**src/design/pkd_pkg.sv**
```systemverilog
// ----------------------------------------------------------------------------
// pkd_pkg - PS/2 key event decoder shared types
// Command format between front and back, prefix states, sequencer states and
// the scan code to key number tables.
// ----------------------------------------------------------------------------
`default_nettype none

package pkd_pkg;

  localparam int KEY_ID_W = 7;

  localparam logic [7:0] BREAK_CODE = 8'hF0;
  localparam logic [7:0] EXT_CODE   = 8'hE0;
  localparam logic [7:0] NULL_CODE  = 8'h00;

  typedef enum logic [1:0] {
    PFX_NONE      = 2'd0,
    PFX_BREAK     = 2'd1,
    PFX_EXT       = 2'd2,
    PFX_EXT_BREAK = 2'd3
  } prefix_t;

  typedef enum logic [1:0] {
    ST_IDLE,
    ST_SCAN,
    ST_SHIFT,
    ST_DONE
  } back_state_t;

  // One classified key code
  typedef struct packed {
    logic       ext;
    logic       rel;
    logic [7:0] code;
  } cmd_t;

  function automatic logic [KEY_ID_W-1:0] map_normal(input logic [7:0] code);
    logic [KEY_ID_W-1:0] id;
    unique case (code)
      8'h76: id = 7'd1;   8'h05: id = 7'd2;   8'h06: id = 7'd3;   8'h04: id = 7'd4;
      8'h0C: id = 7'd5;   8'h03: id = 7'd6;   8'h0B: id = 7'd7;   8'h83: id = 7'd8;
      8'h0A: id = 7'd9;   8'h01: id = 7'd10;  8'h09: id = 7'd11;  8'h78: id = 7'd12;
      8'h07: id = 7'd13;  8'h0E: id = 7'd14;  8'h16: id = 7'd15;  8'h1E: id = 7'd16;
      8'h26: id = 7'd17;  8'h25: id = 7'd18;  8'h2E: id = 7'd19;  8'h36: id = 7'd20;
      8'h3D: id = 7'd21;  8'h3E: id = 7'd22;  8'h46: id = 7'd23;  8'h45: id = 7'd24;
      8'h4E: id = 7'd25;  8'h55: id = 7'd26;  8'h66: id = 7'd27;  8'h0D: id = 7'd28;
      8'h15: id = 7'd29;  8'h1D: id = 7'd30;  8'h24: id = 7'd31;  8'h2D: id = 7'd32;
      8'h2C: id = 7'd33;  8'h35: id = 7'd34;  8'h3C: id = 7'd35;  8'h43: id = 7'd36;
      8'h44: id = 7'd37;  8'h4D: id = 7'd38;  8'h54: id = 7'd39;  8'h5B: id = 7'd40;
      8'h5D: id = 7'd41;  8'h58: id = 7'd42;  8'h1C: id = 7'd43;  8'h1B: id = 7'd44;
      8'h23: id = 7'd45;  8'h2B: id = 7'd46;  8'h34: id = 7'd47;  8'h33: id = 7'd48;
      8'h3B: id = 7'd49;  8'h42: id = 7'd50;  8'h4B: id = 7'd51;  8'h4C: id = 7'd52;
      8'h52: id = 7'd53;  8'h5A: id = 7'd54;  8'h12: id = 7'd55;  8'h1A: id = 7'd56;
      8'h22: id = 7'd57;  8'h21: id = 7'd58;  8'h2A: id = 7'd59;  8'h32: id = 7'd60;
      8'h31: id = 7'd61;  8'h3A: id = 7'd62;  8'h41: id = 7'd63;  8'h49: id = 7'd64;
      8'h4A: id = 7'd65;  8'h59: id = 7'd66;  8'h14: id = 7'd67;  8'h11: id = 7'd69;
      8'h29: id = 7'd70;
      default: id = '0;
    endcase
    return id;
  endfunction

  function automatic logic [KEY_ID_W-1:0] map_extended(input logic [7:0] code);
    logic [KEY_ID_W-1:0] id;
    unique case (code)
      8'h1F: id = 7'd68;  8'h11: id = 7'd71;  8'h14: id = 7'd72;  8'h75: id = 7'd73;
      8'h72: id = 7'd74;  8'h6B: id = 7'd75;  8'h74: id = 7'd76;  8'h70: id = 7'd77;
      8'h71: id = 7'd78;  8'h6C: id = 7'd79;  8'h69: id = 7'd80;  8'h7D: id = 7'd81;
      8'h7A: id = 7'd82;
      default: id = '0;
    endcase
    return id;
  endfunction

endpackage

`default_nettype wire

```
**src/design/pkd_if.sv**
```systemverilog
// ----------------------------------------------------------------------------
// pkd_if - PS/2 key event decoder stream interfaces
// Byte stream from the keyboard receiver and key event stream to the host.
// ----------------------------------------------------------------------------
`default_nettype none

interface pkd_byte_if;
  logic       valid;
  logic       ready;
  logic [7:0] scan_byte;

  modport source (output valid, output scan_byte, input ready);
  modport sink   (input valid, input scan_byte, output ready);
endinterface

interface pkd_event_if;
  logic       valid;
  logic       ready;
  logic [6:0] key_id;
  logic       key_down;
  logic       list_overflow;

  modport source (output valid, output key_id, output key_down, output list_overflow,
                  input ready);
  modport sink   (input valid, input key_id, input key_down, input list_overflow,
                  output ready);
endinterface

`default_nettype wire

```
**src/design/pkd_front.sv**
```systemverilog
// ----------------------------------------------------------------------------
// pkd_front - prefix tracking and byte classification
// Folds break/extended prefix bytes into the following code and hands one
// command per key code to the queue.
// ----------------------------------------------------------------------------
`default_nettype none

module pkd_front import pkd_pkg::*; (
  input  wire logic   clk,
  input  wire logic   rst,
  pkd_byte_if.sink    scan,
  output logic        cmd_valid,
  output cmd_t        cmd,
  input  wire logic   cmd_ready
);

  prefix_t prefix, prefix_next;
  logic    is_cmd;
  logic    accept;

  assign scan.ready = cmd_ready;
  assign accept     = scan.valid && scan.ready;
  assign cmd_valid  = scan.valid && is_cmd;

  always_ff @(posedge clk) begin
    if (rst) begin
      prefix <= PFX_NONE;
    end else if (accept) begin
      prefix <= prefix_next;
    end
  end

  always_comb begin
    prefix_next = PFX_NONE;
    is_cmd      = 1'b1;
    cmd.code    = scan.scan_byte;
    cmd.ext     = 1'b0;
    cmd.rel     = 1'b0;
    unique case (prefix)
      PFX_NONE: begin
        if (scan.scan_byte == BREAK_CODE) begin
          prefix_next = PFX_BREAK;
          is_cmd      = 1'b0;
        end else if (scan.scan_byte == EXT_CODE) begin
          prefix_next = PFX_EXT;
          is_cmd      = 1'b0;
        end else if (scan.scan_byte == NULL_CODE) begin
          is_cmd      = 1'b0;
        end
      end
      PFX_BREAK: begin
        cmd.rel = 1'b1;
      end
      PFX_EXT: begin
        cmd.ext = 1'b1;
        if (scan.scan_byte == BREAK_CODE) begin
          prefix_next = PFX_EXT_BREAK;
          is_cmd      = 1'b0;
        end
      end
      PFX_EXT_BREAK: begin
        cmd.ext = 1'b1;
        cmd.rel = 1'b1;
      end
      default: begin
        is_cmd = 1'b0;
      end
    endcase
  end

endmodule

`default_nettype wire

```
**src/design/pkd_queue.sv**
```systemverilog
// ----------------------------------------------------------------------------
// pkd_queue - two-entry command queue
// Decouples byte intake from the held-list sequencer.
// ----------------------------------------------------------------------------
`default_nettype none

module pkd_queue import pkd_pkg::*; (
  input  wire logic   clk,
  input  wire logic   rst,
  input  wire logic   in_valid,
  input  wire cmd_t   in_cmd,
  output logic        in_ready,
  output logic        out_valid,
  output cmd_t        out_cmd,
  input  wire logic   out_ready
);

  cmd_t       entries [2];
  logic       wr_ptr;
  logic       rd_ptr;
  logic [1:0] fill;
  logic       push;
  logic       pop;

  assign in_ready  = (fill != 2'd2);
  assign out_valid = (fill != 2'd0);
  assign out_cmd   = entries[rd_ptr];
  assign push      = in_valid && in_ready;
  assign pop       = out_valid && out_ready;

  always_ff @(posedge clk) begin
    if (rst) begin
      wr_ptr <= 1'b0;
      rd_ptr <= 1'b0;
      fill   <= 2'd0;
    end else begin
      if (push) wr_ptr <= !wr_ptr;
      if (pop)  rd_ptr <= !rd_ptr;
      if (push && !pop) begin
        fill <= fill + 2'd1;
      end else if (pop && !push) begin
        fill <= fill - 2'd1;
      end
    end
  end

  always_ff @(posedge clk) begin
    if (push) entries[wr_ptr] <= in_cmd;
  end

endmodule

`default_nettype wire

```
**src/design/pkd_back.sv**
```systemverilog
// ----------------------------------------------------------------------------
// pkd_back - held-key list sequencer
// Walks the held list of the command's kind one entry per cycle, closes the
// gap on a release, appends on a new press while the list has room and registers the key event.
// ----------------------------------------------------------------------------
`default_nettype none

module pkd_back import pkd_pkg::*; #(
  parameter int HELD_KEYS = 8
) (
  input  wire logic   clk,
  input  wire logic   rst,
  input  wire logic   cmd_valid,
  input  wire cmd_t   cmd,
  output logic        cmd_ready,
  pkd_event_if.source key_ev
);

  localparam int CW = $clog2(HELD_KEYS + 1);
  localparam int IW = (HELD_KEYS > 1) ? $clog2(HELD_KEYS) : 1;
  localparam logic [CW-1:0] FULL = CW'(HELD_KEYS);

  back_state_t state, state_next;
  cmd_t        cur;
  logic [CW-1:0] idx, idx_next, idx_p1;
  logic          found, found_next;

  logic [7:0]    norm_list [HELD_KEYS];
  logic [7:0]    ext_list  [HELD_KEYS];
  logic [CW-1:0] norm_count;
  logic [CW-1:0] ext_count;

  logic [CW-1:0] sel_count;
  logic [7:0]    rd_entry;
  logic [7:0]    rd_next;

  logic          wr_en;
  logic [IW-1:0] wr_idx;
  logic [7:0]    wr_data;
  logic          cnt_inc;
  logic          cnt_dec;

  logic          slot_free;
  logic          load_out;
  logic          ovf;
  logic          out_valid;
  logic [KEY_ID_W-1:0] out_id;
  logic          out_down;
  logic          out_ovf;

  assign idx_p1    = idx + CW'(1);
  assign sel_count = cur.ext ? ext_count : norm_count;
  assign rd_entry  = cur.ext ? ext_list[idx[IW-1:0]] : norm_list[idx[IW-1:0]];
  assign rd_next   = cur.ext ? ext_list[idx_p1[IW-1:0]] : norm_list[idx_p1[IW-1:0]];
  assign slot_free = !out_valid || key_ev.ready;

  assign key_ev.valid         = out_valid;
  assign key_ev.key_id        = out_id;
  assign key_ev.key_down      = out_down;
  assign key_ev.list_overflow = out_ovf;

  always_ff @(posedge clk) begin
    if (rst) begin
      state      <= ST_IDLE;
      idx        <= '0;
      found      <= 1'b0;
      norm_count <= '0;
      ext_count  <= '0;
      out_valid  <= 1'b0;
    end else begin
      state <= state_next;
      idx   <= idx_next;
      found <= found_next;
      if (cnt_inc) begin
        if (cur.ext) ext_count  <= ext_count + CW'(1);
        else         norm_count <= norm_count + CW'(1);
      end else if (cnt_dec) begin
        if (cur.ext) ext_count  <= ext_count - CW'(1);
        else         norm_count <= norm_count - CW'(1);
      end
      if (load_out) begin
        out_valid <= 1'b1;
      end else if (key_ev.ready) begin
        out_valid <= 1'b0;
      end
    end
  end

  always_ff @(posedge clk) begin
    if (cmd_valid && cmd_ready) cur <= cmd;
    if (wr_en) begin
      if (cur.ext) ext_list[wr_idx]  <= wr_data;
      else         norm_list[wr_idx] <= wr_data;
    end
    if (load_out) begin
      out_id   <= cur.ext ? map_extended(cur.code) : map_normal(cur.code);
      out_down <= !cur.rel;
      out_ovf  <= ovf;
    end
  end

  always_comb begin
    state_next = state;
    idx_next   = idx;
    found_next = found;
    cmd_ready  = 1'b0;
    wr_en      = 1'b0;
    wr_idx     = idx[IW-1:0];
    wr_data    = rd_next;
    cnt_inc    = 1'b0;
    cnt_dec    = 1'b0;
    load_out   = 1'b0;
    ovf        = 1'b0;
    unique case (state)
      ST_IDLE: begin
        cmd_ready = 1'b1;
        if (cmd_valid) begin
          state_next = ST_SCAN;
          idx_next   = '0;
          found_next = 1'b0;
        end
      end
      ST_SCAN: begin
        if (idx == sel_count) begin
          state_next = ST_DONE;
        end else if (rd_entry == cur.code) begin
          found_next = 1'b1;
          state_next = cur.rel ? ST_SHIFT : ST_DONE;
        end else begin
          idx_next = idx_p1;
        end
      end
      ST_SHIFT: begin
        // move the tail down one slot, then drop the last entry
        if (idx_p1 < sel_count) begin
          wr_en    = 1'b1;
          idx_next = idx_p1;
        end else begin
          cnt_dec    = 1'b1;
          state_next = ST_DONE;
        end
      end
      ST_DONE: begin
        if (!cur.rel && found) begin
          state_next = ST_IDLE;       // auto-repeat, nothing to report
        end else if (slot_free) begin
          load_out   = 1'b1;
          state_next = ST_IDLE;
          if (!cur.rel) begin
            if (sel_count < FULL) begin
              wr_en   = 1'b1;
              wr_idx  = sel_count[IW-1:0];
              wr_data = cur.code;
              cnt_inc = 1'b1;
            end else begin
              ovf = 1'b1;
            end
          end
        end
      end
      default: begin
        state_next = ST_IDLE;
      end
    endcase
  end

endmodule

`default_nettype wire

```
**src/design/ps2_key_event_decoder.sv**
```systemverilog
// ----------------------------------------------------------------------------
// ps2_key_event_decoder - PS/2 scan code set 2 key event decoder
// Turns received keyboard bytes into key-down / key-up events, suppressing
// auto-repeat with per-kind lists of held keys.
// ----------------------------------------------------------------------------
//  channel  dir  payload                              beat when
//  scan     in   scan_byte[7:0]                       scan.valid & scan.ready
//  key_ev   out  key_id[6:0] key_down list_overflow   key_ev.valid & key_ev.ready
//
//  The front takes a byte per cycle while the two-entry queue has room.
//  The back handles one key code at a time: it takes it while idle, walks the
//  list one entry per cycle, on release runs a shift pass over the entries
//  past the hit, and reports in its done state.
//  Event output is registered; a stalled output holds the back in its last
//  step while the front keeps filling the queue.
//  Synchronous reset empties the queue, both held lists and the prefix.
// ----------------------------------------------------------------------------
`default_nettype none

module ps2_key_event_decoder import pkd_pkg::*; #(
  parameter int HELD_KEYS = 8
) (
  input  wire logic   clk,
  input  wire logic   rst,
  pkd_byte_if.sink    scan,
  pkd_event_if.source key_ev
);

  logic f_valid, f_ready;
  cmd_t f_cmd;
  logic b_valid, b_ready;
  cmd_t b_cmd;

  pkd_front u_front (
    .clk       (clk),
    .rst       (rst),
    .scan      (scan),
    .cmd_valid (f_valid),
    .cmd       (f_cmd),
    .cmd_ready (f_ready)
  );

  pkd_queue u_queue (
    .clk       (clk),
    .rst       (rst),
    .in_valid  (f_valid),
    .in_cmd    (f_cmd),
    .in_ready  (f_ready),
    .out_valid (b_valid),
    .out_cmd   (b_cmd),
    .out_ready (b_ready)
  );

  pkd_back #(
    .HELD_KEYS (HELD_KEYS)
  ) u_back (
    .clk       (clk),
    .rst       (rst),
    .cmd_valid (b_valid),
    .cmd       (b_cmd),
    .cmd_ready (b_ready),
    .key_ev    (key_ev)
  );

endmodule

`default_nettype wire

```
**src/flat_wrapper.sv**
```systemverilog
// flat-port wrapper written by rule: the top's interface ports become plain ports
module ps2_key_event_decoder_flat import pkd_pkg::*;
#(
  parameter int HELD_KEYS = 8
)
  (clk, rst, scan_valid, scan_scan_byte, scan_ready, key_ev_valid, key_ev_key_id, key_ev_key_down, key_ev_list_overflow, key_ev_ready);
  pkd_byte_if scan_i ();
  pkd_event_if key_ev_i ();
  input  wire logic clk;
  input  wire logic rst;
  input wire logic [$bits(scan_i.valid)-1:0] scan_valid;
  input wire logic [$bits(scan_i.scan_byte)-1:0] scan_scan_byte;
  output wire logic [$bits(scan_i.ready)-1:0] scan_ready;
  output wire logic [$bits(key_ev_i.valid)-1:0] key_ev_valid;
  output wire logic [$bits(key_ev_i.key_id)-1:0] key_ev_key_id;
  output wire logic [$bits(key_ev_i.key_down)-1:0] key_ev_key_down;
  output wire logic [$bits(key_ev_i.list_overflow)-1:0] key_ev_list_overflow;
  input wire logic [$bits(key_ev_i.ready)-1:0] key_ev_ready;
  assign scan_i.valid = scan_valid;
  assign scan_i.scan_byte = scan_scan_byte;
  assign scan_ready = scan_i.ready;
  assign key_ev_valid = key_ev_i.valid;
  assign key_ev_key_id = key_ev_i.key_id;
  assign key_ev_key_down = key_ev_i.key_down;
  assign key_ev_list_overflow = key_ev_i.list_overflow;
  assign key_ev_i.ready = key_ev_ready;
  ps2_key_event_decoder #(.HELD_KEYS(HELD_KEYS)) u_core (.clk(clk), .rst(rst), .scan(scan_i), .key_ev(key_ev_i));
endmodule
```
**config.mk**
```make
export PLATFORM = sky130hd
export DESIGN_NAME = ps2_key_event_decoder_flat
export DESIGN_NICKNAME = d
export VERILOG_FILES = /design/src/design/pkd_pkg.sv /design/src/design/pkd_if.sv /design/src/design/pkd_front.sv /design/src/design/pkd_queue.sv /design/src/design/pkd_back.sv /design/src/design/ps2_key_event_decoder.sv /design/src/flat_wrapper.sv
export SDC_FILE = /design/constraint.sdc
export NUM_CORES = 1
export LEC_CHECK = 0
export BUFFER_PORTS_ARGS = -buffer_cell sky130_fd_sc_hd__buf_2
export CAP_MARGIN = 40
export CORE_ASPECT_RATIO = 0.8
export CORE_MARGIN = 5
export CORE_UTILIZATION = 60
export DETAILED_ROUTE_END_ITERATION = 6
export HOLD_SLACK_MARGIN = 0.08
export PLACE_DENSITY = 0.77
export RECOVER_POWER = 50
export SLEW_MARGIN = 20
export SYNTH_ARGS = -nofsm -noshare
export SYNTH_HDL_FRONTEND = slang
export SYNTH_SLANG_ARGS = --single-unit
```
**constraint.sdc**
```tcl
create_clock -name clk -period 8.8 [get_ports clk]
set_input_delay 0.44 -clock clk [delete_from_list [all_inputs] [get_ports clk]]
set_output_delay 0.44 -clock clk [all_outputs]
set_load 0.01 [all_outputs]
```
* Yosys cells after proc, flatten, opt, wreduce, memory -nomap -nowiden
Memory sizes are Yosys's and may differ from the RTL's. A register that Yosys moved wholly into a read port is not among the register bits.
Cells that the tools add are included.
** Cells by class
- Add/subtract/negate cells :: 7
- $lt $le $gt $ge :: 2
- Eq/ne operators :: 36
- Multiplexer cells :: 81
- Bitwise gates (word level) :: 2
- Reductions and logical operators :: 31
** Operator list (number)
- $pmux 7 s13 :: 1
- $eq 8x7->1 const B :: 10
- $mux 8 :: 7
- $mux 4 :: 13
- $mux 1 :: 33
- $mux 3 :: 9
- $eq 8x5->1 const B :: 3
- $mux 2 :: 11
- $ne 2x2->1 const B :: 10
- $eq 8x8->1 const B :: 2
- $add 4x1->4 const B :: 3
- $pmux 4 s3 :: 1
- $reduce_bool 2->1 :: 5
- $eq 2x2->1 const B :: 4
- $eq 8x8->1 :: 1
- $logic_not 8->1 :: 1
- $pmux 2 s4 :: 1
- $reduce_and 4->1 :: 2
- $sub 4x1->4 const B :: 2
- $logic_and 1x1->1 :: 7
- $mux 7 :: 1
- $logic_not 1->1 :: 6
- $ne 3x3->1 const B :: 2
- $pmux 1 s2 :: 3
- 16 further kinds :: 21
** Storage, ports and cells
- Register bits :: 31
- Bits in writable memories :: 148
- ROM bits :: 1792
- Input port bits :: 12
- Output and inout bits :: 11
- Word-level logic and storage cells :: 176
- Memories kept :: 4
** Memories
- (no name shown) :: words 256, width 7, read ports 1, clocked after Yosys merged registers in 0, write ports 0, line pkd_pkg.sv:39 : unique case (code)
- u_core.u_back.ext_list :: words 8, width 8, read ports 2, clocked after Yosys merged registers in 1, write ports 1, line pkd_back.sv:29 : logic [7:0] ext_list [HELD_KEYS];
- u_core.u_back.norm_list :: words 8, width 8, read ports 2, clocked after Yosys merged registers in 1, write ports 1, line pkd_back.sv:28 : logic [7:0] norm_list [HELD_KEYS];
- u_core.u_queue.entries :: words 2, width 10, read ports 1, clocked after Yosys merged registers in 1, write ports 1, line pkd_queue.sv:18 : cmd_t entries [2];

* Logic depth before layout (Yosys ltp)
Gate-level depths: netlist of the first run.
- Word-level depth :: 11
- Mapped depth :: 14
- Mapped depth without buffers :: 11

* Cells and area by module
Synthesis of the first run repeated with hierarchy kept, for this count alone.
** Unflattened totals
- Cells, all modules :: 870
- Area, all modules :: 11125.7 um^2
** By module, submodules not included
- pkd_back :: times used 1, cells an instance 786, area each 9943.3 um^2, sequential area each 4934.7 um^2
- pkd_queue :: times used 1, cells an instance 55, area each 940.9 um^2, sequential area each 700.7 um^2
- pkd_front :: times used 1, cells an instance 29, area each 241.5 um^2, sequential area each 40.0 um^2

* Worst setup path before layout of the first run
Ideal clock, no wire load.
- Path kind :: flip-flop to flip-flop
- Start point :: register u_core.u_back.idx[2]
- End point :: memory u_core.u_back.norm_list[0][0] (enable)
- Library setup time :: 0.383 ns
- Data arrival time :: 3.024 ns
- Data required time :: 8.417 ns
- Path slack :: 5.392 ns
- Stages on the path, launching flop included :: 10
- Buffers on the path :: 1
- Period minus slack after synthesis :: 3.408 ns
- Cell sequence :: dfxtp_1 -> clkbuf_1 -> xor2_1 -> ha_1 -> o21a_1 -> o21ai_0 -> nand3_1 -> nor3_1 -> a21oi_1 -> nor3_1
** On the way
- Longest elaborated chain between the ends :: 6
- Elaborated cells on any way between the ends :: 11
- Those cells by class :: add/sub (1); order compare (1); mux (9)
** Ends and longest elaborated chain
- start, declared :: line pkd_back.sv:25 : logic [CW-1:0] idx, idx_next, idx_p1;
- start signal, assigned :: line pkd_back.sv:72 : idx <= idx_next;
- $add 4x1->4 :: line pkd_back.sv:51 : assign idx_p1 = idx + CW'(1);
- $lt 4x4->1 :: line pkd_back.sv:135 : if (idx_p1 < sel_count) begin
- $mux 1 :: line pkd_back.sv:135
- $pmux 1 s2 :: line pkd_back.sv:114 : unique case (state)
- $mux 1 :: line pkd_back.sv:91 : if (wr_en) begin
- $mux 1 (not written as such) :: line pkd_back.sv:93 : else norm_list[wr_idx] <= wr_data;
- end, declared :: line pkd_back.sv:28
Parallel ways exist; a longest one is shown, timed or not.

* Final worst setup path of the first run
- Start point :: register u_core.u_back.cur[9] (netlist name)
- End point :: memory u_core.u_back.norm_list[7][3], data pin
** On the way
- Longest elaborated chain between the ends :: 7
- Elaborated cells on any way between the ends :: 8
- Those cells by class :: order compare (1); mux (7)
** Ends and longest elaborated chain
- $mux 4 :: line pkd_back.sv:52 : assign sel_count = cur.ext ? ext_count : norm_count;
- $lt 4x4->1 :: line pkd_back.sv:150 : if (sel_count < FULL) begin
- $mux 8 :: line pkd_back.sv:150
- $mux 8 :: line pkd_back.sv:149 : if (!cur.rel) begin
- $mux 8 :: line pkd_back.sv:146 : end else if (slot_free) begin
- $mux 8 :: line pkd_back.sv:144 : if (!cur.rel && found) begin
- $mux 8 * :: line pkd_back.sv:114
- net u_core.u_back.wr_data[3] :: line pkd_back.sv:39 : logic [7:0] wr_data;
The timed path passes the listed nets; every way through them passes the cells marked *.

==> metrics.csv, run 1 <==
stage;metric;value;unit
sta;skew final;0.0118;ns
floorplanning;row cnt;43;
grt;global-route congestion overflow total;0;
drt;Initial DRC Count;938;
critical_path;CP Max Fanout;34;
placed_design;I/O Buffers;22;
logic_synthesis;Mapped Nets;832;
drt;Routed WL per cell;24.5;um
grt;first-pass GRT wire length;40.4;mm
floorplanning;IO Pins;23;
sta;unrepaired setup endpoints after global routing;false;
grt;initial antenna violation count;1;
critical_path;Worst Path Arrival;5.57;ns
drt;drt total wl;25.7;mm
sta;fin crit period;5.34;ns
sta;Rel. slew slack;-0.224;
status;violated checks;capacitance limit, slew limit;
pwr;worst vdd ir;195;uV
logic_synthesis;Post-synth ARST share;0;
grt;largest net degree at the start of global routing;43;
drt;drt first pass iters;5;
logic_synthesis;yosys warns;0;
final_layout;layout filler cell count;1216;
pwr;clock network fraction of design power;0.235;
critical_path;Setup crit end;u_core.u_back.norm_list[7][3];
sta;setup TNS;0;ns
pwr;Gate power share;0.386;
sta;period utilization;0.607;
clock_network;root buf cell;clkbuf_16;
sta;Slew Viols, Final;35;
clock_network;H-tree depth;4;
critical_path;reg-to-reg slack, setup;3.46;ns
logic_synthesis;post-synthesis sequential area ratio;0.533;
drt;via count;7261;
job;total of max-cap violations;1;
clock_network;Clk Latency, worst-skew pair;0.43;ns
sta;actual slew at the worst max-slew pin;1.84;ns
logic_synthesis;EDFF count, synth;167;
floorplanning;die height;128;um
pwr;Seq pwr share;0.380;
sta;hold slack;0.203;ns
drt;Via density;6.93;
logic_synthesis;largest cells by area after synthesis;edfxtp_1, mux4_2, dfxtp_1, ha_1, mux2i_1;
pwr;Leak Pwr;0.00367;uW
logic_synthesis;Netlist cell types;66;
critical_path;CP required;9.03;ns
clock_network;clk slew on worst S/H paths;0.07;ns
grt;vias in the first global route;6969;
clock_network;Post-CTS Resized;0;
critical_path;CP Launch Point;u_core.u_back.cur[9];
grt;Tot GR Track Use;0.268;
logic_synthesis;register bit total from synthesis;192;
clock_network;clock buffer depth;2;
logic_synthesis;area leader, netlist;edfxtp_1;
logic_synthesis;Synth top area share;0.484;
final_layout;Final #Nets;850;
critical_path;R2R cell count;8;
floorplanning;die width;157;um
drt;DRC;0;
final_layout;share of cells above drive strength 1;0.177;
logic_synthesis;synthesized instance count;792;
floorplanning;Core Area;17200;sq um
final_layout;P&R area growth vs syn;8.96;%
floorplanning;die area;20000;sq um
pwr;Sw Pwr;1260;uW
logic_synthesis;Avg Inst Size Synth;13.1;sq um
clock_network;Sink Count;192;
floorplanning;Initial Util;0.603;
clock_network;Setup Buffers After CTS;0;
pwr;internal power;2040;uW
final_layout;Antenna Diode Count;0;
critical_path;crit end category;flop;
pwr;Sw Share;0.382;
pwr;Pwr Density;292;nW/um^2
placed_design;Post-DP HPWL;17.5;mm
critical_path;Critical Path Start Type;flop;
logic_synthesis;dominant synthesized flop cell;edfxtp_1;
drt;Routed Antenna Nets;0;
sta;Final Hold Viols;0;
sta;Finish-stage setup viols;0;
sta;highest clock rate;187;MHz
logic_synthesis;post-synthesis cell area;10400;sq um
placed_design;gpl congestion;0.958;
clock_network;Num CTS Buffers;17;
status;status;finished with violations;
critical_path;FF-to-FF End;u_core.u_back.norm_list[7][3];
clock_network;CTS tree;built;
critical_path;R2R Path Start;u_core.u_back.cur[9];
critical_path;Crit Path Class;reg2reg;
min_path;type of the most critical hold path;in2reg;
clock_network;post-cts hold buffer count;0;
synth_stat cells, types with 12 or more instances:
| cell type | n |
|---|---|
| nor3_1 | 12 |
| clkbuf_1 | 34 |
| mux2_2 | 18 |
| a21oi_1 | 41 |
| inv_1 | 17 |
| o21ai_0 | 33 |
| ha_1 | 26 |
| nand3_1 | 16 |
| nor2_1 | 59 |
| nand2_1 | 58 |
| edfxtp_1 | 167 |
| nand2b_1 | 13 |
| xor2_1 | 14 |
| mux2i_1 | 25 |
| dfxtp_1 | 25 |
| xnor2_1 | 21 |
| mux4_2 | 64 |
how the worst min path moves through the flow:
stage,start,endpoint,slack (ns),depth (start not counted)
after floorplan,u_core.u_back.idx[3],u_core.u_back.idx[3],0.47,2
after global placement,u_core.u_front.prefix[0],u_core.u_queue.entries[0][8],0.48,0
after detailed placement,u_core.u_back.idx[3],u_core.u_back.idx[3],0.49,2
after CTS,scan_scan_byte[3],u_core.u_queue.entries[0][3],0.19,1
after global routing,scan_scan_byte[3],u_core.u_queue.entries[0][3],0.18,1
final,scan_scan_byte[3],u_core.u_queue.entries[0][3],0.20,1
layout by cell type (no fill, tap or decap), types with 4 or more instances in the layout:
cell and instances:
edfxtp_1 167, mux4_2 64, nor2_1 60, nand2_1 58
a21oi_1 41, o21ai_0 34, clkbuf_1 29, ha_1 26
mux2i_1 25, dfxtp_1 23, xnor2_1 21, buf_4 18
inv_1 17, mux2_2 17, clkbuf_16 17, nand3_1 16
xor2_1 14, nand2b_1 13, a31oi_1 11, nor2b_1 10
o211ai_1 10, nor3_1 10, o22ai_1 9, a22oi_1 7
a211oi_1 6, o221ai_1 6, buf_2 6, and3_1 5
or2_2 4, a21o_1 4, inv_8 4, inv_6 4
critical path, cell delays in order (launching register included):
cell and delay, ns:
edfxtp_1 0.33, clkbuf_1 1.31, mux2i_1 0.54, inv_1 0.09, nor2_1 0.48, clkinv_1 0.32, clkbuf_1 0.56, o21ai_0 1.18
clkbuf_1 0.31
stage by stage:
step / setup slack [ns] / std cells / area, sq um / total power, uW / utilization
4_1_cts: 4.64 / 1035 / 11300 / 3290 / 0.656
5_1_grt: 3.16 / 1048 / 11300 / 3460 / 0.658
3_3_place_gp: 4.75 / 997 / 10600 / 2470 / 0.618
6_report: 3.46 / 1048 / 11300 / 3300 / 0.658
2_1_floorplan: 5.39 / 792 / 10400 / 2150 / -
3_5_place_dp: 4.66 / 1003 / 10700 / 2510 / 0.621
flip-flops by register name, indices dropped and copies added, names as in the netlist, 2 cells and up, named ones only:
register                     flops
u_core.u_back.ext_list          64
u_core.u_queue.entries          20
u_core.u_back.cur               10
u_core.u_front.prefix            2
u_core.u_back.norm_count         4
u_core.u_back.key_ev.key_id      7
u_core.u_back.ext_count          4
u_core.u_back.state              2
u_core.u_queue.fill              2
u_core.u_back.idx                4
u_core.u_back.norm_list         64
cells by family after synthesis:
family / count (synthesis) / synth area share
multiplexers: 107 / 0.183
AND/OR/NAND/NOR: 196 / 0.0888
AO/OA/AOI/OAI: 161 / 0.101
adder cells (fa/ha/maj): 28 / 0.0353
XOR/XNOR: 35 / 0.0296
buffers and inverters: 73 / 0.0298
flip-flops: 192 / 0.533
routing by layer:
layer / track usage / vias to the layer above / share of wire
met2: 0.385 / 515 / 0.44
li1: - / 3112 / -
met5: 0 / - / 0.00051
met4: 0.0719 / 2 / 0.020
met3: 0.0820 / 55 / 0.13
met1: 0.401 / 3577 / 0.41
power groups by stage:
stage,sequential (uW),clock (uW),combinational (uW)
floorplan,1230,0,914
global placement,1260,0,1210
detailed placement,1270,0,1240
CTS,1250,785,1250
global route,1260,824,1380
finish,1250,774,1270
cell type report:
class / instances / area [sq um] / share of cell area
flip-flops and latches: 192 / 5520 / 0.489
multi-input cells: 527 / 4530 / 0.401
clock buffers: 20 / 457 / 0.0405
repair buffers: 53 / 290 / 0.0257
well taps: 225 / 282 / 0.0249
clock inverters: 12 / 139 / 0.0123
inverters: 19 / 71.3 / 0.00632
(Power assumes the default switching activity.)
==> run 2, diff against run 1 <==
==> constraint.sdc (replaced) <==
create_clock -name clk -period 5.3 [get_ports clk]
set_input_delay 0.265 -clock clk [delete_from_list [all_inputs] [get_ports clk]]
set_output_delay 0.265 -clock clk [all_outputs]
set_load 0.01 [all_outputs]
==> run 2 against run 1 <==
Effect of this change:
- the flow now finishes without violations
- cell count up 0.29%
- clock skew down 0.00099 ns
- critical path depth up 1
- register-to-register slack worse by 2.0 ns
- global-route usage up 2.1 points
- hold slack worse by 0.050 ns
- critical endpoint is now u_core.u_back.ext_list[7][2]
- highest routed layer is now met4
==> metrics.csv, run 2 (synthesis results as in run 1) <==
stage;metric;value;unit;change
grt;vias in the first global route;6983;;was 6,969
sta;Rel. slew slack;0.403;;was -0.224
final_layout;layout filler cell count;1257;;was 1,216
grt;global-route congestion overflow total;0;;unchanged
sta;fin crit period;3.79;ns;was 5.34 ns
critical_path;CP Max Fanout;33;;was 34
final_layout;Antenna Diode Count;0;;unchanged
placed_design;dpl cell area;10700;sq um;about the same
final_layout;P&R area growth vs syn;9.10;%;was 8.96%
critical_path;CP required;5.38;ns;was 9.03 ns
final_layout;most frequent cells in the layout;edfxtp_1, mux4_2, nor2_1, nand2_1, a21oi_1;;unchanged
floorplanning;Core Area;17200;sq um;unchanged
grt;GR Util met2;0.411;;was 0.385
status;status;finished clean;;was finished with violations
floorplanning;die height;128;um;unchanged
grt;initial antenna violation count;0;;was 1
clock_network;Num CTS Buffers;17;;unchanged
placed_design;Post-DP HPWL;19.2;mm;was 17.5 mm
pwr;Leak Pwr;0.00366;uW;was 0.00367 uW
drt;Initial DRC Count;1213;;was 938
final_layout;Final #Nets;853;;was 850
grt;largest net degree at the start of global routing;43;;unchanged
floorplanning;Initial Util;0.603;;unchanged
floorplanning;die width;157;um;unchanged
critical_path;Worst Path Arrival;3.87;ns;was 5.57 ns
sta;skew final;0.0108;ns;was 0.0118 ns
drt;DRC;0;;unchanged
grt;met3 Usage GRT;0.0853;;was 0.0820
critical_path;crit end category;flop;;unchanged
job;total of max-cap violations;0;;was 1
sta;unrepaired setup endpoints after global routing;false;;unchanged
placed_design;gpl congestion;0.996;;was 0.958
clock_network;Sink Count;192;;unchanged
grt;first-pass GRT wire length;42.5;mm;was 40.4 mm
final_layout;share of cells above drive strength 1;0.172;;was 0.177
drt;Via density;6.95;;was 6.93
clock_network;Post-CTS Resized;0;;unchanged
final_layout;Regs by FF count;u_core.u_back.ext_list x64, u_core.u_back.norm_list x64, u_core.u_queue.entries x20;;unchanged
clock_network;root buf cell;clkbuf_16;;unchanged
sta;actual slew at the worst max-slew pin;0.896;ns;was 1.84 ns
clock_network;Clk Latency, worst-skew pair;0.45;ns;was 0.43 ns
sta;Final Hold Viols;0;;unchanged
drt;Routed WL per cell;26.3;um;was 24.5 um
sta;final setup margin;1.51;ns;was 3.46 ns
placed_design;I/O Buffers;22;;unchanged
pwr;worst vdd ir;316;uV;was 195 uV
critical_path;Critical Path Start Type;flop;;unchanged
clock_network;Setup Buffers After CTS;0;;unchanged
critical_path;Crit Path Class;reg2reg;;unchanged
grt;grt met1 use;0.436;;was 0.401
final_layout;most common cell after layout, fill and taps aside;edfxtp_1;;unchanged
sta;highest clock rate;264;MHz;was 187 MHz
final_layout;final core utilization;0.658;;about the same
drt;via count;7303;;was 7,261
final_layout;final instance area;11300;sq um;about the same
grt;Tot GR Track Use;0.288;;was 0.268
sta;period utilization;0.716;;was 0.607
floorplanning;row cnt;43;;unchanged
floorplanning;IO Pins;23;;unchanged
drt;drt first pass iters;6;;was 5
min_path;type of the most critical hold path;in2reg;;unchanged
sta;setup TNS;0;ns;unchanged
drt;drt total wl;27.6;mm;was 25.7 mm
pwr;Pwr Density;486;nW/um^2;was 292 nW/um^2
drt;Routed Antenna Nets;0;;unchanged
clock_network;clk slew on worst S/H paths;0.07;ns;about the same
floorplanning;die area;20000;sq um;unchanged
sta;Slew Viols, Final;0;;was 35
clock_network;CTS tree;built;;unchanged
sta;Finish-stage setup viols;0;;unchanged
placed_design;pre-CTS setup slack;1.66;ns;was 4.66 ns
grt;GR peak layer;met1;;unchanged
clock_network;H-tree depth;4;;unchanged
clock_network;post-cts hold buffer count;8;;was 0
clock_network;clock buffer depth;2;;unchanged
-- run 2: per-stage QoR --
stage,instances,hold WS [ns],total power (uW)
6_report,1051,0.154,5490
3_3_place_gp,1006,0.466,4160
5_1_grt,1051,0.213,5750
4_1_cts,1048,0.155,5460
3_5_place_dp,1008,0.474,4210
2_1_floorplan,792,0.364,3570
-- run 2: final timing paths --
path	from	endpoint	slack, ns	cells past startpoint
worst max-delay path	u_core.u_back.cur[9]	u_core.u_back.ext_list[7][2]	1.51	9
worst min register to register	u_core.u_front.prefix[0]	u_core.u_queue.entries[0][8]	0.51	0
worst max register to register	u_core.u_back.cur[9]	u_core.u_back.ext_list[7][2]	1.51	9
worst min-delay path	scan_valid	u_core.u_front.prefix[1]	0.15	4
-- run 2: power by group --
group / switching (uW) / total, uW / internal, uW / leakage, uW
Combinational: 1390 / 2140 / 751 / 0.00167
Clock: 599 / 1260 / 657 / 0.000277
Sequential: 155 / 2100 / 1940 / 0.00172
Total: 2140 / 5490 / 3350 / 0.00366
-- run 2: area by class of cell --
class                   count  area (sq um)  area share
clock buffers              18           429      0.0380
multi-input cells         527          4530       0.401
flip-flops and latches    192          5520       0.488
repair buffers             56           335      0.0297
clock inverters            14           134      0.0118
inverters                  19          71.3     0.00631
well taps                 225           282      0.0249
-- run 2: metal layers --
metal  wire [um]  share of wire
met4         612          0.022
met1       11300           0.41
met3        3440           0.12
met2       12300           0.44
met5           0              0
-- run 2: critical path, cell delays in order (launching register included) --
cell and delay (ns):
edfxtp_1 0.37, buf_4 0.36, mux2i_1 0.53, inv_1 0.10, nor2_1 0.52, clkinv_1 0.14
buf_4 0.27, o22ai_1 0.31, nand2_1 0.23, nor2_1 0.59
==> run 3, diff against run 2 <==
==> constraint.sdc (replaced) <==
create_clock -name clk -period 3.5 [get_ports clk]
set_input_delay 0.175 -clock clk [delete_from_list [all_inputs] [get_ports clk]]
set_output_delay 0.175 -clock clk [all_outputs]
set_load 0.01 [all_outputs]
==> run 3 against run 2 <==
Effect of this change:
- cell area grew 2.8%
- count of clock-buffer cells in the layout is 2 higher
- combinational power up 52%
- global-route usage fell by 0.85 points
- critical path depth is 3 higher
- worst setup slack lost 1.2 ns
- core utilization rose by 1.8 points
- first-iteration DRC count decreased by 6.7%
- non-clock buffer count grew 35
- sequential power increased by 50%
- clock power up 50%
- largest power group unchanged
- highest routed layer unchanged
==> metrics.csv, run 3 (synthesis results as in run 1) <==
stage;metric;value;unit;change
final_layout;Antenna Diode Count;0;;unchanged
job;total of max-cap violations;0;;unchanged
sta;Rel. slew slack;0.461;;was 0.403
critical_path;Worst Path Arrival;3.49;ns;was 3.87 ns
min_path;Worst Hold Depth;2;;was 4
min_path;type of the most critical hold path;in2reg;;unchanged
min_path;WHS Endpoint;u_core.u_queue.wr_ptr;;was u_core.u_front.prefix[1]
critical_path;Critical Path Start Type;flop;;unchanged
sta;highest clock rate;314;MHz;was 264 MHz
pwr;Pwr Density;715;nW/um^2;was 486 nW/um^2
final_layout;most frequent cells in the layout;edfxtp_1, mux4_2, nor2_1, nand2_1, buf_4;;was edfxtp_1, mux4_2, nor2_1, nand2_1, a21oi_1
grt;first-pass GRT wire length;42.2;mm;was 42.5 mm
critical_path;CP required;3.81;ns;was 5.38 ns
pwr;post-layout power;8300;uW;was 5490 uW
sta;period utilization;0.909;;was 0.716
drt;drt total wl;26.8;mm;was 27.6 mm
sta;Final Hold Viols;0;;unchanged
sta;setup TNS;0;ns;unchanged
critical_path;CP Max Fanout;17;;was 33
sta;skew final;0.00846;ns;was 0.0108 ns
floorplanning;die width;157;um;unchanged
final_layout;Regs by FF count;u_core.u_back.ext_list x64, u_core.u_back.norm_list x64, u_core.u_queue.entries x20;;unchanged
critical_path;FF-to-FF End;u_core.u_back.norm_count[3];;was u_core.u_back.ext_list[7][2]
floorplanning;IO Pins;23;;unchanged
sta;actual slew at the worst max-slew pin;0.800;ns;was 0.896 ns
grt;vias in the first global route;7208;;was 6,983
final_layout;most common cell after layout, fill and taps aside;edfxtp_1;;unchanged
drt;via count;7398;;was 7,303
placed_design;pre-CTS setup slack;0.396;ns;was 1.66 ns
clock_network;H-tree depth;4;;unchanged
floorplanning;Initial Util;0.603;;unchanged
clock_network;clk slew on worst S/H paths;0.07;ns;about the same
final_layout;Final #Nets;888;;was 853
clock_network;CTS tree;built;;unchanged
grt;Tot GR Track Use;0.280;;was 0.288
placed_design;Post-DP HPWL;18.2;mm;was 19.2 mm
critical_path;R2R Path Start;u_core.u_back.cur[9];;unchanged
clock_network;Sink Count;192;;unchanged
sta;Finish-stage setup viols;0;;unchanged
sta;fin crit period;3.18;ns;was 3.79 ns
pwr;worst vdd ir;400;uV;was 316 uV
sta;final setup margin;0.319;ns;was 1.51 ns
final_layout;share of cells above drive strength 1;0.209;;was 0.172
placed_design;gpl congestion;0.934;;was 0.996
placed_design;I/O Buffers;22;;unchanged
floorplanning;Core Area;17200;sq um;unchanged
critical_path;reg-to-reg slack, setup;0.32;ns;was 1.51 ns
final_layout;P&R area growth vs syn;12.1;%;was 9.10%
clock_network;clock buffer depth;2;;unchanged
critical_path;Crit Path Class;reg2reg;;unchanged
placed_design;dpl cell area;11000;sq um;was 10,700 sq um
critical_path;R2R cell count;12;;was 9
grt;global-route congestion overflow total;0;;unchanged
drt;DRC;0;;unchanged
clock_network;Clk Latency, worst-skew pair;0.44;ns;was 0.45 ns
critical_path;crit end category;flop;;unchanged
sta;Slew Viols, Final;0;;unchanged
drt;Routed Antenna Nets;0;;unchanged
pwr;Leak Pwr;0.00386;uW;was 0.00366 uW
placed_design;DP Cell Count;1043;;was 1,008
sta;unrepaired setup endpoints after global routing;false;;unchanged
grt;largest net degree at the start of global routing;34;;was 43
min_path;worst hold start;rst;;was scan_valid
final_layout;final instance area;11600;sq um;was 11,300 sq um
clock_network;root buf cell;clkbuf_16;;unchanged
drt;Routed WL per cell;24.7;um;was 26.3 um
drt;Via density;6.81;;was 6.95
final_layout;layout filler cell count;1189;;was 1,257
final_layout;non-filler cells, final;1086;;was 1,051
floorplanning;die area;20000;sq um;unchanged
floorplanning;die height;128;um;unchanged
drt;Initial DRC Count;1132;;was 1,213
clock_network;Post-CTS Resized;0;;unchanged
status;status;finished clean;;unchanged
floorplanning;row cnt;43;;unchanged
clock_network;Num CTS Buffers;17;;unchanged
drt;drt first pass iters;5;;was 6
grt;initial antenna violation count;0;;unchanged
run 3: what timing repair did:
action | CTS | global route
hold endpoints to repair | 17 | 0
hold buffers | 9 | 0
buffers inserted | 0 | 0
run 3: worst max path at each step:
stage                          from                             to  slack, ns  cells after the start
2_1_floorplan  u_core.u_back.idx[2]  u_core.u_back.norm_list[0][0]       0.09                      9
3_3_place_gp                   flop            u_core.u_back.found       0.49                      9
3_5_place_dp                   flop         u_core.u_back.state[0]       0.40                      9
4_1_cts                        flop         u_core.u_back.state[0]       0.33                      9
5_1_grt        u_core.u_back.cur[9]     u_core.u_back.ext_count[3]       0.08                     12
6_report       u_core.u_back.cur[9]    u_core.u_back.norm_count[3]       0.32                     12
run 3: per-stage QoR:
step	hold slack, ns	utilization
2_1_floorplan	0.274	-
6_report	0.172	0.676
3_3_place_gp	0.374	0.638
3_5_place_dp	0.385	0.640
5_1_grt	0.174	0.676
4_1_cts	0.107	0.678
run 3: per-layer routing:
layer,up-vias,track usage,part of all wire
li1,3206,-,-
met1,3665,0.423,0.42
met2,475,0.412,0.45
met3,52,0.0657,0.11
met4,0,0.0786,0.024
met5,-,0,0
run 3: power breakdown:
group | total [uW] | leakage (uW) | internal (uW) | switching, uW
Clock | 1890 | 0.000276 | 979 | 912
Combinational | 3260 | 0.00187 | 1240 | 2020
Sequential | 3150 | 0.00172 | 2940 | 208
run 3: layout make-up:
cell class | count | area (sq um) | area share
clock inverter | 12 | 115 | 0.00991
multi-input combinational | 527 | 4530 | 0.390
timing repair buffer | 91 | 638 | 0.0550
inverter | 19 | 71.3 | 0.00614
clock buffer | 20 | 457 | 0.0393
tap | 225 | 282 | 0.0242
sequential | 192 | 5520 | 0.475
run 3: worst max-delay path, cell delays in order (launching register included):
cell and delay (ns):
edfxtp_1 0.50, mux2i_1 0.28, clkbuf_1 0.21, inv_1 0.06
nor2_1 0.14, clkinv_1 0.54, ha_1 0.52, a21o_1 0.19
a21oi_1 0.17, xnor2_1 0.14, nand2_1 0.09, xor2_1 0.15
nor2_1 0.05
